<file path="src/rtl/core/lup_linear_system_solver_defines.svh">
// assertion macros for the solver
`ifndef LUP_LINEAR_SYSTEM_SOLVER_DEFINES_SVH
`define LUP_LINEAR_SYSTEM_SOLVER_DEFINES_SVH
`define LUP_ASSERT_IMPL(label, clk, rstn, ante, cons, msg) \
    label: assert property (@(posedge clk) disable iff (!rstn) (ante) |-> (cons)) \
        else $error(msg);
`define LUP_ASSERT_NEXT(label, clk, rstn, ante, cons, msg) \
    label: assert property (@(posedge clk) disable iff (!rstn) (ante) |=> (cons)) \
        else $error(msg);
`endif

</file>
<file path="src/rtl/core/lup_ram.sv">
module lup_ram #(
    parameter int WIDTH = 32,
    parameter int DEPTH = 72
) (
    input  logic                     aclk,
    input  logic                     we,
    input  logic [$clog2(DEPTH)-1:0] waddr,
    input  logic [WIDTH-1:0]         wdata,
    input  logic [$clog2(DEPTH)-1:0] raddr,
    output logic [WIDTH-1:0]         rdata
);
    logic [WIDTH-1:0] mem [DEPTH];
    // one write port, registered read
    always_ff @(posedge aclk) begin
        if (we) mem[waddr] <= wdata;
        rdata <= mem[raddr];
    end
endmodule

</file>
<file path="config.mk">
export PLATFORM = sky130hd
export DESIGN_NAME = lup_ram
export DESIGN_NICKNAME = d
export VERILOG_FILES = /design/src/rtl/core/lup_linear_system_solver_defines.svh /design/src/rtl/core/lup_ram.sv
export SDC_FILE = /design/constraint.sdc
export NUM_CORES = 2
export LEC_CHECK = 0
export BUFFER_PORTS_ARGS = -buffer_cell sky130_fd_sc_hd__buf_4
export CORE_MARGIN = 2
export CORE_UTILIZATION = 30
export CTS_BUF_LIST = sky130_fd_sc_hd__clkbuf_16
export CTS_CLUSTER_SIZE = 8
export DETAILED_ROUTE_END_ITERATION = 12
export GPL_TIMING_DRIVEN = 0
export PLACE_DENSITY = 0.56
export SLEW_MARGIN = 20
export SYNTH_ARGS = -nofsm -noshare
export SYNTH_HDL_FRONTEND = slang
export SYNTH_SLANG_ARGS = --single-unit
</file>
<file path="constraint.sdc">
create_clock -name aclk -period 11 [get_ports aclk]
set_input_delay 2.2 -clock aclk [delete_from_list [all_inputs] [get_ports aclk]]
set_output_delay 2.2 -clock aclk [all_outputs]
set_load 0.02 [all_outputs]
</file>
# --- Yosys cells after proc, flatten, opt, wreduce, memory -nomap -nowiden ---
# Memories as Yosys holds them, arrays and structs flattened. A register that Yosys moved wholly into a read port is not among the register bits.
# Cells that the tools add are included.
# Widths: inputs -> output; s select.
word_totals:
  regBits: 0
  ram_bits: 2304
  inputBits: 48
  output_inout_bits: 32
  wordCells: 3
  memories: 1
mem_list:
  columns: ["name", "words", "width", "rd", "rd_ports_with_merged_regs", "write_ports", "line_no", "text"]
  rows:
  - ["mem", 72, 32, 1, 1, 1, "lup_ram.sv:12", "logic [WIDTH-1:0] mem [DEPTH];"]
classes:
  muxes: 2
ops:
  columns: ["operator", "n"]
  rows:
  - ["$mux 1", 2]

# --- Depth between registers and ports, before layout ---
depth:
  depth_word: 2
  depth_mapped: 10
  depth_no_buf: 5

# --- Worst setup path before layout ---
# OpenSTA, ideal clock, no wires.
synth_path:
  kind: "input -> register"
  from: "in waddr[5]"
  to: "mem mem[24][0], enable pin"
  setup_time_ps: 461
  t_arrival_ps: 4908
  required_ps: 10539
  path_slack_ps: 5631
  path_stages: 4
  n_path_buf: 0
  cell_sequence: "nor2_1 and3_1 nand3b_1 nor3_1"
synth_lines:
  columns: ["item", "line_no", "text"]
  rows:
  - ["from (decl)", "lup_ram.sv:7", "input logic [$clog2(DEPTH)-1:0] waddr,"]
  - ["to (decl)", "lup_ram.sv:12", null]
# Straight into the memory's write port.

==> flow_summary.toml <==
[run_status]
status = "finished, final reports clean"

[pwr]
leakagePower_uw = 0.0336
pwr-share-clk_pct = 45.6
switching_share_pct = 21.8
comb_power_share_pct = 5.2
intPower_uw = 15700
switching_power_uw = 4360
pwr_density_cell_nw_per_um2 = 187
vdd_drop_max_v = 0.000134
power_frac_seq_pct = 49.2

[synth]
synthCells = 3817
synthSimpleGateAreaFrac_pct = 1.22
synthTopCellsByArea = "edfxtp_1 78%, mux4_2 14%, mux2_2 1.4%"
synth_top_family_by_area = "multiplexers"
synth_xor_area_share_pct = 0
syn_nets = 3865
synth_seq_cells = 2336
muxShareOfSynthArea_pct = 16.8
synth_edf_count = 2304
ys.flop_type = "edfxtp_1"
netlist.top_cell.by_area = "edfxtp_1"
synth_compound_area_share_pct = 2.04
seq_area_frac_synth_pct = 78.7
async_flop_share_pct = 0
ys_warn_count = 0
synth_fa_ha_area_share_pct = 0
ys_types = 42
yosysTopAreaCellShare_pct = 78.0
syn-cell-area_um2 = 88700
syn_area_per_cell_um2 = 23.2

[detailed_routing]
firstDrtPassIters = 8
post_drt_wl_per_cell_um = 34.9
via_per_inst = 5.50
drtIter0Drc = 7477
vias = 46200
postRouteAntennaNets = 0
drc_errors = 0
routed_wl_um = 294000

[grt]
antenna_found_initial = 27
grt-ovfl-total = 0
grtUsageTotal_pct = 19.2
grt_pass1_wl_um = 393000
grt_max_degree = 73
first_global_vias = 45600

[final_layout]
multi_input_area_um2 = 18400
final_common_cell = "edfxtp_1"
final_cell_mix = "2,304 x edfxtp_1, 555 x mux4_2, 342 x clkbuf_16, 132 x buf_4, 118 x mux2i_1"
layout-drive-gt1-share_pct = 33.4
areaGrowthSynthToFinish_pct = 21.1
fillCellCount = 26300
design_area_um2 = 107000
seq_area_um2 = 69800
nets = 4443

[clocking]
cts_buffers = 336
ctsHoldBuffers = 0
cts_resized = 0
ctsRootBufferMaster = "clkbuf_16"
htreeDepth = 5
clk_latency_ns = 0.90
clock_path_buffers = 4
postCtsSetupBuffers = 0
cts_num_sinks = 2336
cts_tree = "yes"
cts.clk_slew.worst_paths_ns = 0.05

[setup_path]
arrival_ns = 6.13
crit_slowest_cell = "mux2i_1"
cp.buffers_inverters = 5
endpoint_kind = "flop"
crit_chain = "buf_4, buf_2, buf_4, buf_2, clkbuf_1, mux4_2, mux2i_1, a211oi_1"
path_class = "in2reg"
startpoint_type = "input pin"
crit_family = "buffers and inverters"
required_ns = 11.62
max_stage_delay_ns = 0.83
worstPathMaxFanout = 12

[floorplan]
core_area_um2 = 294000
die-area_um2 = 300000
initial_utilization_pct = 30.2
die_w_um = 548
row_count = 199
die_h_um = 548
boundaryPins = 80

[timing]
finalCriticalPeriod_ns = 5.51
tightest_slew_ns = 1.27
fin_crit_sh_pct = 50.1
fin_skew_ns = 0.0666
finalMaxSlewViolations = 0
max_freq_ghz = 0.181
fin_tns_setup_ns = 0
rsz0062_at_grt = "false"
relSlewSlack_pct = 15.5
hold_violations = 0
setup_viol_count_final = 0

[min_path]
hold_class = "reg2reg"

[place]
portBuffers = 75
placed_area_um2 = 98400
place.gp.congestion = 0.847
place_hpwl_um = 196000

[run]
timing.max_cap.violations = 0
[per-layer routing]
| metal | routed length, um | up-vias | track usage (%) |
|---|---|---|---|
| met2 | 136000 | 3009 | 30.0 |
| met1 | 111000 | 25100 | 25.0 |
| met3 | 31700 | 669 | 5.00 |
| li1 | - | 17500 | - |
| met5 | 72 | - | 0 |
| met4 | 14700 | 12 | 8.91 |
[path summary, 6_finish.rpt]
check | start | endpoint | slack (ns) | depth (start not counted)
hold reg to reg | mem[66][19]$_DFFE_PP_ | rdata[19]$_DFF_P_ | 0.87 | 3
setup reg to reg | mem[31][14]$_DFFE_PP_ | rdata[14]$_DFF_P_ | 8.40 | 4
hold / removal | mem[66][19]$_DFFE_PP_ | rdata[19]$_DFF_P_ | 0.87 | 3
setup / recovery | raddr[1] | rdata[29]$_DFF_P_ | 5.49 | 8
[metrics by stage]
step	hold slack (ns)	setup slack [ns]	utilization (%)	instances	power, uW
final	0.871	5.49	36.5	8402	20000
after global routing	0.905	5.48	36.5	8396	20500
after CTS	0.883	5.60	36.5	8391	20100
after detailed placement	0.881	4.71	33.5	7976	11100
after global placement	0.861	1.36	32.0	7811	11000
after floorplan	0.751	5.63	-	3817	10500
[area by class of cell]
class | count | share of cell area [%]
clock buffer | 342 | 7.97
antenna | 11 | 0.0256
sequential | 2336 | 65.0
buffer | 205 | 1.03
multi-input combinational | 1275 | 17.1
clock inverter | 73 | 0.431
tap | 3919 | 4.56
inverter | 1 | 0.00349
timing repair buffer | 240 | 3.86
[sequential cells by signal, summed over array words and instances (netlist names)]
name,count
rdata,32
mem,2304
[synth_stat cells (2+ instances only)]
cell type and instances:
a21oi_1 19, o22ai_1 57, clkbuf_1 77, or2_2 3
mux2_2 109, nor2b_1 23, a211oi_1 35, o21ai_0 14
mux2i_1 119, nand3b_1 2, o31ai_1 7, o21ai_1 2
dfxtp_1 32, o221ai_1 2, nor3_1 18, a221o_1 2
a221oi_1 11, buf_4 43, edfxtp_1 2304, buf_2 63
nor4_1 7, nand4_1 2, o211ai_1 2, a2111oi_0 5
mux4_2 555, buf_6 10, nand2_1 46, nand2b_1 10
a32oi_1 3, buf_1 12, o2111ai_1 3, nand3_1 32
a22oi_1 92, nor2_1 84, and2_1 5
[power groups by stage]
stage               Sequential [uW]  Clock (uW)  Combinational [uW]
floorplan                     10000           0                 462
global placement              10000           0                 993
detailed placement            10000           0                1040
CTS                            9860        9240                1040
global route                   9850        9590                1070
finish                         9860        9140                1040
[worst register-to-register path, delay by kind of cell, from the launching register on]
family,cells,cell delay [ns]
mux,2,1.06
compound gates,2,1.03
flops,1,0.35
[logic make-up (layout without fill, tap and decap cells)]
group | Yosys count | in the layout
other | 0 | 11
muxes | 783 | 783
and+or+nand+nor | 235 | 235
DFF | 2336 | 2336
buffers and inverters | 206 | 861
AOI/OAI and AO/OA | 257 | 257
Power figures use the tool's default switching activity.
