<file path="src/rtl/core/lup_linear_system_solver_defines.svh">
// assertion macros for the solver
`ifndef LUP_LINEAR_SYSTEM_SOLVER_DEFINES_SVH
`define LUP_LINEAR_SYSTEM_SOLVER_DEFINES_SVH
`define LUP_ASSERT_IMPL(label, clk, rstn, ante, cons, msg) \
    label: assert property (@(posedge clk) disable iff (!rstn) (ante) |-> (cons)) \
        else $error(msg);
`define LUP_ASSERT_NEXT(label, clk, rstn, ante, cons, msg) \
    label: assert property (@(posedge clk) disable iff (!rstn) (ante) |=> (cons)) \
        else $error(msg);
`endif

</file>
<file path="src/rtl/core/lup_pkg.sv">
package lup_pkg;
    typedef struct packed {
        logic [2:0]         row;
        logic [3:0]         col;
        logic signed [31:0] value;
        logic               last;
    } lup_in_t;
    typedef struct packed {
        logic [2:0]         index;
        logic signed [31:0] solution;
        logic               singular;
        logic               final_res;
    } lup_out_t;
    localparam logic signed [31:0] SAT_MAX = 32'sh7fffffff;
    localparam logic signed [31:0] SAT_MIN = 32'sh80000000;
    // saturate a wide value to 32 bits
    function automatic logic signed [31:0] sat32(input logic signed [71:0] v);
        logic signed [31:0] r;
        if (v > 72'sd2147483647) r = SAT_MAX;
        else if (v < -72'sd2147483648) r = SAT_MIN;
        else r = v[31:0];
        return r;
    endfunction
endpackage

</file>
<file path="src/rtl/core/lup_div.sv">
// signed fixed-point divider, one quotient bit per cycle
module lup_div #(
    parameter int FRAC_BITS = 16
) (
    input  logic               aclk,
    input  logic               aresetn,
    input  logic               start,
    input  logic signed [31:0] num,
    input  logic signed [31:0] den,
    output logic               done,
    output logic signed [31:0] quo
);
    import lup_pkg::*;
    localparam int NW = 32 + FRAC_BITS;
    localparam int CW = $clog2(NW + 1);
    logic [NW-1:0] n_reg, n_next;
    logic [NW:0]   rem_reg, rem_next;
    logic [31:0]   d_reg, d_next;
    logic          neg_reg, neg_next, busy_reg, busy_next, dz_reg, dz_next;
    logic [CW-1:0] cnt_reg, cnt_next;
    logic [NW:0]   trial;
    logic signed [NW+1:0] sq;
    assign trial = {rem_reg[NW-1:0], n_reg[NW-1]} - {{(NW-31){1'b0}}, d_reg};
    always_comb begin
        n_next = n_reg; rem_next = rem_reg; d_next = d_reg; neg_next = neg_reg;
        busy_next = busy_reg; cnt_next = cnt_reg; dz_next = dz_reg;
        if (start) begin
            n_next = {(num[31] ? 32'(-num) : 32'(num)), {FRAC_BITS{1'b0}}};
            d_next = den[31] ? 32'(-den) : 32'(den);
            neg_next = num[31] ^ den[31];
            dz_next = (den == 32'sd0);
            rem_next = '0;
            cnt_next = CW'(NW);
            busy_next = 1'b1;
        end else if (busy_reg) begin
            if (!trial[NW]) rem_next = trial;
            else rem_next = {rem_reg[NW-1:0], n_reg[NW-1]};
            n_next = {n_reg[NW-2:0], ~trial[NW]};
            cnt_next = cnt_reg - 1'b1;
            if (cnt_reg == CW'(1)) busy_next = 1'b0;
        end
    end
    always_ff @(posedge aclk) begin
        if (!aresetn) begin
            busy_reg <= 1'b0;
            cnt_reg <= '0;
        end else begin
            busy_reg <= busy_next;
            cnt_reg <= cnt_next;
        end
        n_reg <= n_next; rem_reg <= rem_next; d_reg <= d_next;
        neg_reg <= neg_next; dz_reg <= dz_next;
    end
    assign done = busy_reg && cnt_reg == CW'(1);
    // sign and saturate the quotient taken from the shift register's next value
    always_comb begin
        sq = neg_reg ? -$signed({2'b00, n_next}) : $signed({2'b00, n_next});
        quo = dz_reg ? 32'sd0 : sat32(72'(sq));
    end
endmodule

</file>
<file path="config.mk">
export PLATFORM = sky130hd
export DESIGN_NAME = lup_div
export DESIGN_NICKNAME = d
export VERILOG_FILES = /design/src/rtl/core/lup_linear_system_solver_defines.svh /design/src/rtl/core/lup_pkg.sv /design/src/rtl/core/lup_div.sv
export SDC_FILE = /design/constraint.sdc
export NUM_CORES = 1
export LEC_CHECK = 0
export BUFFER_PORTS_ARGS = -buffer_cell sky130_fd_sc_hd__buf_2
export CAP_MARGIN = 20
export CORE_MARGIN = 4
export CORE_UTILIZATION = 35
export CTS_BUF_LIST = sky130_fd_sc_hd__clkbuf_2
export CTS_CLUSTER_SIZE = 12
export DETAILED_ROUTE_END_ITERATION = 10
export HOLD_SLACK_MARGIN = 0.06
export MAX_ROUTING_LAYER = met4
export PLACE_DENSITY_LB_ADDON = 0.12
export SYNTH_ARGS = -nofsm -noshare
export SYNTH_HDL_FRONTEND = slang
export SYNTH_SLANG_ARGS = --single-unit
</file>
<file path="constraint.sdc">
create_clock -name aclk -period 19 [get_ports aclk]
set_input_delay 2.85 -clock aclk [delete_from_list [all_inputs] [get_ports aclk]]
set_output_delay 2.85 -clock aclk [all_outputs]
set_load 0.05 [all_outputs]
</file>
======== Word-level counts from Yosys, hierarchy flattened ========
Index checks and enable logic that the tools add are counted.
storage, ports and cells
  memory bits (read-only) ................. 0
  flip-flop bits (word level) ............. 137
  memory bits (writable) .................. 0
  memories ................................ 0
  latch bits .............................. 0
  input bits .............................. 67
  logic and storage cells ................. 38
operators by class
  multiplexer cells ....................... 14
  reductions and logical operators ........ 4
  shift operators ......................... 0
  div/mod/pow operators ................... 0
  order comparisons ....................... 2
  multipliers ............................. 0
  bitwise logic cells ..................... 3
  eq/ne operators ......................... 1
  add/subtract/negate cells ............... 5
operators by type and width
  operator                                                                           count
  48-bit 2-to-1 mux                                                                  3
  32-bit 2-to-1 mux                                                                  4
  32-bit negation                                                                    2
  50-bit by 32-bit greater-than comparator with 1-bit output, second input constant  1
  50-bit by 32-bit less-than comparator with 1-bit output, second input constant     1
  50-bit 2-to-1 mux                                                                  1
  48-bit negation with 50-bit output                                                 1
  49-bit by 32-bit subtractor with 49-bit output                                     1
  32-bit zero test                                                                   1
  31-bit 2-to-1 mux                                                                  1
  6-bit 2-to-1 mux                                                                   2
  6-bit by 1-bit == test with 1-bit output, second input constant                    1
  6-bit by 1-bit subtractor with 6-bit output, second input constant                 1
  1-bit 2-to-1 mux                                                                   3
  1-bit inverter                                                                     2
  2-bit nonzero test                                                                 1
  2-bit OR reduction                                                                 1
  1-bit logical AND                                                                  1
  1-bit bitwise XOR                                                                  1

======== Depth between registers and ports, before layout ========
Gate-level depths: netlist of run 1.
  depth in word-level cells ............... 10
  gate-level depth with buffers ........... 25
  depth with buffers taken out ............ 23

======== Worst setup path before layout of run 1 ========
OpenSTA, ideal clock, no wires.
  kind .................................... input -> output
  start ................................... input start
  end ..................................... output quo[10]
  buffers on the path ..................... 10
  arrival ................................. 8.428 ns
  stages on the path ...................... 22
  path slack .............................. 7.722 ns
  cells stage by stage .................... clkbuf_1 -> clkbuf_1 -> buf_1 -> clkbuf_1 -> buf_1 -> clkbuf_1 -> clkbuf_1 -> clkbuf_1 -> o21ai_0 -> inv_1 -> ha_1 -> nand4_1 -> a21oi_1 -> nand4_1 -> or3_1 -> clkbuf_1 -> o21ai_0 -> xor2_1 -> nor4_1 -> a32oi_1 -> clkbuf_1 -> a21oi_1
between the ends
  longest elaborated chain between the ends .. 7
  elaborated cells between the ends (all ways) .. 8
  those cells by class .................... add/sub (1); order compare (2); mux (5)
RTL lines
  element                                                  line           text
  start: declaration                                       lup_div.sv:7   input logic start,
  48-bit 2-to-1 mux *                                      lup_div.sv:27  if (start) begin
  via n_next[0]                                            lup_div.sv:16  logic [NW-1:0] n_reg, n_next;
  48-bit negation with 50-bit output                       lup_div.sv:57  sq = neg_reg ? -$signed({2'b00, n_next}) : $signed({2'b00, n_next});
  50-bit 2-to-1 mux *                                      lup_div.sv:57
  50-bit by 32-bit less-than comparator with 1-bit output  lup_pkg.sv:20  else if (v < -72'sd2147483648) r = SAT_MIN;
  32-bit 2-to-1 mux                                        lup_pkg.sv:20
  32-bit 2-to-1 mux *                                      lup_pkg.sv:19  if (v > 72'sd2147483647) r = SAT_MAX;
  32-bit 2-to-1 mux *                                      lup_div.sv:58  quo = dz_reg ? 32'sd0 : sat32(72'(sq));
  end: declaration                                         lup_div.sv:11  output logic signed [31:0] quo
Mark *: on every way through the listed nets, which the timed path passes. The rest lies on a longest branch.

======== Worst setup path after layout of run 1 ========
  start ................................... input start
  end ..................................... output quo[0]
Same word-level chain as after synthesis.

==> results of run 1 <==
-- power groups by stage --
stage	clock [W]	combinational (W)	sequential [W]
after floorplan	0	0.000281	0.000352
after global placement	0	0.000369	0.000362
after detailed placement	0	0.000368	0.000361
after CTS	0.000203	0.000370	0.000356
after global routing	0.000214	0.000413	0.000360
final	0.000195	0.000370	0.000355
-- logic make-up after synthesis --
group           Yosys count  share of synthesized area
buf+inv                 151                     0.0558
flops                   137                      0.282
xor+xnor                125                      0.100
simple gates            495                      0.231
mux                      26                     0.0245
compound gates          430                      0.263
fa+ha+maj                38                     0.0441
-- final cells by class --
| cell class | count | area (sq um) | share of cell area |
|---|---|---|---|
| clock inverters | 13 | 173 | 0.0144 |
| diodes | 1 | 2.50 | 0.000208 |
| flip-flops and latches | 137 | 3090 | 0.257 |
| multi-input cells | 1114 | 7280 | 0.606 |
| well taps | 396 | 495 | 0.0413 |
| inverters | 68 | 255 | 0.0213 |
| repair buffers | 115 | 619 | 0.0516 |
| clock buffers | 19 | 95.1 | 0.00792 |
-- cell usage in the layout (no fill, tap or decap), drive strengths merged, types with 7 or more instances in the layout --
master / Yosys / final
a21oi: 127 / 127
nor4: 23 / 23
o211ai: 10 / 10
o31ai: 21 / 21
mux2i: 20 / 20
or4: 22 / 22
a311oi: 21 / 21
nand2: 131 / 131
ha: 37 / 37
a211oi: 46 / 46
and2: 11 / 11
nand2b: 18 / 18
and3: 16 / 16
or3: 26 / 26
nor3b: 9 / 9
or2: 16 / 16
nand4: 12 / 12
inv: 66 / 67
o21bai: 8 / 8
buf: 17 / 115
dfxtp: 103 / 103
nor2b: 22 / 22
o22ai: 13 / 13
o41ai: 17 / 17
xnor2: 71 / 71
o21ai: 66 / 66
clkbuf: 66 / 19
nor3: 33 / 33
o21a: 9 / 9
xor2: 54 / 54
clkinv: 2 / 7
edfxtp: 34 / 34
nand3: 25 / 25
a31oi: 16 / 16
a21o: 19 / 19
nor2: 113 / 113
a2111oi: 8 / 8
-- metrics by stage --
| step | instance area (sq um) | std cells | setup slack (ns) |
|---|---|---|---|
| after floorplan | 10900 | 1402 | 7.72 |
| after global placement | 11700 | 1829 | 7.78 |
| after detailed placement | 11700 | 1830 | 7.74 |
| after CTS | 12000 | 1862 | 7.74 |
| after global routing | 12000 | 1863 | 7.13 |
| final | 12000 | 1863 | 7.74 |
-- metal layers --
| layer | global-route usage | part of all wire | vias up |
|---|---|---|---|
| met5 | - | 0 | - |
| met4 | 0.0393 | 0.0097 | 0 |
| met3 | 0.0255 | 0.029 | 21 |
| met2 | 0.322 | 0.48 | 205 |
| met1 | 0.259 | 0.48 | 4959 |
| li1 | - | - | 5289 |
-- worst paths after layout --
kind | depth (start not counted) | startpoint | slack, ns | to
setup / recovery | 16 | start | 7.74 | quo[0]
hold / removal | 2 | rem_reg[5] | 0.48 | rem_reg[6]
setup reg to reg | 15 | n_reg[47] | 13.94 | rem_reg[47]
hold reg to reg | 2 | rem_reg[5] | 0.48 | rem_reg[6]
-- worst max-delay path: cells and delay by family --
family	cells	cell delay, ns
AO/OA/AOI/OAI	4	1.01
AND/OR/NAND/NOR	6	2.49
buffers and inverters	6	1.97
==> flow_summary.json, run 1 <==
{
  "maxCapViolCount": 0,
  "seq_area_frac_synth": 0.282,
  "wl_per_cell_microns": 17.5,
  "critPathMaxStageDelay_ns": 0.76,
  "drc_errors": 0,
  "postSynthAreaPerCell_sq_um": 7.81,
  "p_sw_w": 0.000377,
  "synth_cell_types": 75,
  "path_common_cell": "buf_4",
  "path_class": "input port to output pin",
  "hold_buffers": 0,
  "areaGrowthSynthToFinish_pct": 9.65,
  "min_period_ns": 11.26,
  "ir_drop_mv": 0.0320,
  "fp.dieH_microns": 185,
  "synth-edff-count": 34,
  "tightest_slew_ns": 1.09,
  "cts_tree": "built",
  "path_max_fanout": 64,
  "slew_headroom": 0.256,
  "dieArea_sq_um": 34200,
  "pwr-share-comb": 0.402,
  "synth_top_area_cell": "dfxtp_1",
  "rsz0062_at_grt": "false",
  "cp.required_ns": 16.15,
  "grt_pass1_vias": 10100,
  "first_iter_violations": 670,
  "antenna_left": 0,
  "worst_hold_path_type": "flop to flop",
  "numCtsBuffers": 17,
  "antenna_found_initial": 1,
  "dr_total_vias": 10500,
  "routed_wl_microns": 32500,
  "grt_overflow": 0,
  "clock_skew_ns": 0.0478,
  "hold_viol": 0,
  "die_width_microns": 185,
  "synth.cell_area_sq_um": 10900,
  "final_layout_size_suffix_gt1_frac": 0.130,
  "crit_path_start_kind": "input port",
  "clockPowerShare": 0.212,
  "final_core_utilization": 0.390,
  "fmax_mhz": 88.8,
  "grt_max_degree": 65,
  "synth_ff_type": "dfxtp_1",
  "end_kind": "output pin",
  "power.leakage_nw": 4.65,
  "cts.sinks": 137,
  "ys_ff_latch": 137,
  "ys_top_cells_by_area": "dfxtp_1 19%, edfxtp_1 9.3%, xnor2_1 5.7%, a21oi_1 5.5%, nand2_1 4.5%",
  "final.setup.tns_ns": 0,
  "port_buffers": 99,
  "synthArstFlopShare": 0,
  "finalCritPeriodShare": 0.593,
  "core-area_sq_um": 30700,
  "cts.clk_slew.worst_paths_ns": 0.24,
  "syn_nets": 1507,
  "synth_top_area_share": 0.188,
  "hold-worst-slack_ns": 0.479,
  "ys_warn_count": 0,
  "synth_most_common_cell": "nand2_1",
  "grt_pass1_wl_microns": 53300,
  "slew_viol_final": 0,
  "grtUsageTotal": 0.195,
  "io_pins": 100,
  "cp_cell_sequence": "buf_6 > buf_4 > inv_1 > buf_4 > nor4_1 > nor3b_1 > nor3_1 > or4b_1 > or4b_2 > o31ai_1 > a21oi_1 > or4_4 > o41ai_4 > buf_4 > a21oi_1 > buf_2",
  "core.rowCount": 64,
  "place_congestion": 0.889,
  "drt-vias-per-instance": 5.62,
  "hpwlAfterDp_microns": 23800,
  "p_int_w": 0.000544,
  "start_util": 0.356,
  "first_pass_iters": 5,
  "post_cts_buffers": 0,
  "clkLatencyLatePin_ns": 0.71,
  "finalNetCount": 1558,
  "swShare": 0.409,
  "synthCells": 1402,
  "cts_resized": 0,
  "p_per_area_nw_per_um2": 76.7,
  "power_w": 0.000921,
  "pwr-share-seq": 0.386,
  "cts-root-buf": "clkbuf_2",
  "htreeDepth": 4,
  "finalSetupViolations": 0,
  "synth_common_cells": "131 x nand2_1, 121 x a21oi_1, 113 x nor2_1",
  "clockBufferDepth": 2,
  "worst_path_max_delay_cell": "or4b_2",
  "worstPathArrival_ns": 8.41,
  "outcome": "complete, no violations",
  "n_fill_cell": 3265
}
(Power assumes the default switching activity.)
==> run 2: changes to the inputs <==
==> constraint.sdc (replaced) <==
create_clock -name aclk -period 9.4 [get_ports aclk]
set_input_delay 1.41 -clock aclk [delete_from_list [all_inputs] [get_ports aclk]]
set_output_delay 1.41 -clock aclk [all_outputs]
set_load 0.05 [all_outputs]
==> run 2 against run 1 <==
Against the previous run: count of clock-buffer cells in the layout shrank 2; clock skew rose by 0.023 ns; global-route usage is 0.17 points higher; final area rose by 0.74%; via count fell by 0.31%; clock power up 140%.
==> flow_summary.json, run 2 (synthesis gave the netlist of run 1 again) <==
{
  "start_util": 0.356,
  "slew_headroom": 0.267,
  "dr_total_vias": 10400,
  "min_period_ns": 8.55,
  "hold_viol": 0,
  "drt-vias-per-instance": 5.60,
  "worst_hold_path_type": "flop to flop",
  "maxCapViolCount": 0,
  "cts_tree": "built",
  "cp.required_ns": 7.99,
  "numCtsBuffers": 17,
  "final_cell_mix": "131 x nand2_1, 121 x a21oi_1, 113 x nor2_1",
  "p_per_area_nw_per_um2": 160,
  "tightest_slew_ns": 1.08,
  "slew_viol_final": 0,
  "grtUsageTotal": 0.197,
  "path_max_fanout": 31,
  "grt_max_degree": 68,
  "io_pins": 100,
  "crit_path_start_kind": "flop",
  "final_common_cell": "nand2_1",
  "path_class": "flop to output pin",
  "r2r_slack_ns": 5.13,
  "first_iter_violations": 594,
  "post_cts_buffers": 0,
  "power.leakage_nw": 4.70,
  "htreeDepth": 4,
  "core.rowCount": 64,
  "cp-endpoint": "quo[0]",
  "hold_buffers": 0,
  "rsz0062_at_grt": "false",
  "cts.clk_slew.worst_paths_ns": 0.23,
  "dp_cells": 1832,
  "end_kind": "output pin",
  "final_cells": 1865,
  "core-area_sq_um": 30700,
  "clkLatencyLatePin_ns": 0.76,
  "clockBufferDepth": 2,
  "grt_overflow": 0,
  "min_from": "rem_reg[15]",
  "hpwlAfterDp_microns": 24300,
  "die_width_microns": 185,
  "finalSetupViolations": 0,
  "reg2reg_to": "rem_reg[47]",
  "hold-worst-slack_ns": 0.507,
  "worstPathArrival_ns": 7.14,
  "gr-max-usage-layer": "met2",
  "outcome": "complete, no violations",
  "grtUsageMet2": 0.326,
  "ir_drop_mv": 0.0632,
  "dieArea_sq_um": 34200,
  "fmax_mhz": 117,
  "clock_skew_ns": 0.0713,
  "cts-root-buf": "clkbuf_2",
  "wl_per_cell_microns": 17.6,
  "port_buffers": 99,
  "finalCritPeriodShare": 0.910,
  "timing.rr.start": "n_reg[47]",
  "grt_pass1_wl_microns": 53600,
  "antenna_left": 0,
  "areaGrowthSynthToFinish_pct": 10.5,
  "first_pass_iters": 7,
  "antenna_found_initial": 1,
  "place_congestion": 0.854,
  "drc_errors": 0,
  "final_layout_size_suffix_gt1_frac": 0.132,
  "routed_wl_microns": 32700,
  "finalNetCount": 1560,
  "startpoint": "n_reg[47]",
  "use_met3": 0.0224,
  "cts.sinks": 137,
  "final.setup.tns_ns": 0,
  "use_met1": 0.260,
  "fp.dieH_microns": 185,
  "grt_pass1_vias": 10200,
  "reg2reg_depth": 16
}
-- run 2: cell count changes in the layout (fill, tap and decap cells not counted), sizes merged --
cell      change
buf           +2
bufinv        +2
clkbuf        -2
clkinv        -2
clkinvlp      -2
inv           +4
-- run 2: worst min path at each step --
stage / end / slack (ns) / depth (start not counted)
after floorplan: rem_reg[15] / 0.47 / 2
after global placement: cnt_reg[1] / 0.48 / 2
after detailed placement: rem_reg[8] / 0.49 / 2
after CTS: rem_reg[16] / 0.49 / 2
after global routing: rem_reg[28] / 0.52 / 2
final: rem_reg[16] / 0.51 / 2
-- run 2: what timing repair did --
item                       CTS  global route
setup endpoints to repair    0            31
hold endpoints to repair     0             0
gates resized for setup      0             4
-- run 2: where the power goes --
part / leakage, nW / switching [W] / internal [W]
Combinational: 3.34 / 0.000472 / 0.000279
Sequential: 1.19 / 0.0000483 / 0.000670
Clock: 0.178 / 0.000259 / 0.000208
-- run 2: area by class of cell --
class / instances / area [sq um]
sequential: 137 / 3090
antenna: 1 / 2.50
inverter: 68 / 255
fill: 3265 / 18700
timing repair buffer: 117 / 641
multi-input combinational: 1114 / 7290
clock buffer: 17 / 85.1
clock inverter: 15 / 238
tap: 396 / 495
-- run 2: metal layers --
layer	up-vias	wire length (microns)
met4	0	530
met2	199	15500
met5	-	0
met3	28	942
met1	4941	15700
li1	5274	-
-- run 2: worst max-delay path: stages, from the launching register on --
cell and delay [ns]:
dfxtp_1 0.41, inv_1 0.05, ha_1 0.21, fa_1 0.38, nand2b_1 0.19, a21oi_1 0.23
o41ai_2 0.15, o211ai_1 0.18, buf_4 0.18, a21oi_1 0.12, o21ai_1 0.33, xor2_2 0.12
nand2_1 0.16, o21ai_0 0.13, inv_1 0.12, ha_1 0.31, nand4_1 0.16, a21oi_1 0.20
nand4_1 0.27, or3_4 0.53, o21ai_0 0.17, o221ai_1 0.15, or4_4 0.56, o41ai_4 0.35
buf_6 0.30, a21oi_1 0.20, buf_2 0.25
-- run 2: per-stage QoR --
stage           util  setup slack, ns  cell area, sq um  power [W]
3_3_place_gp   0.382             1.30             11800    0.00148
6_report       0.393            0.845             12100    0.00194
3_5_place_dp   0.382             1.10             11800    0.00148
4_1_cts        0.393            0.195             12100    0.00196
2_1_floorplan      -             1.00             10900    0.00128
5_1_grt        0.393           0.0712             12100    0.00207
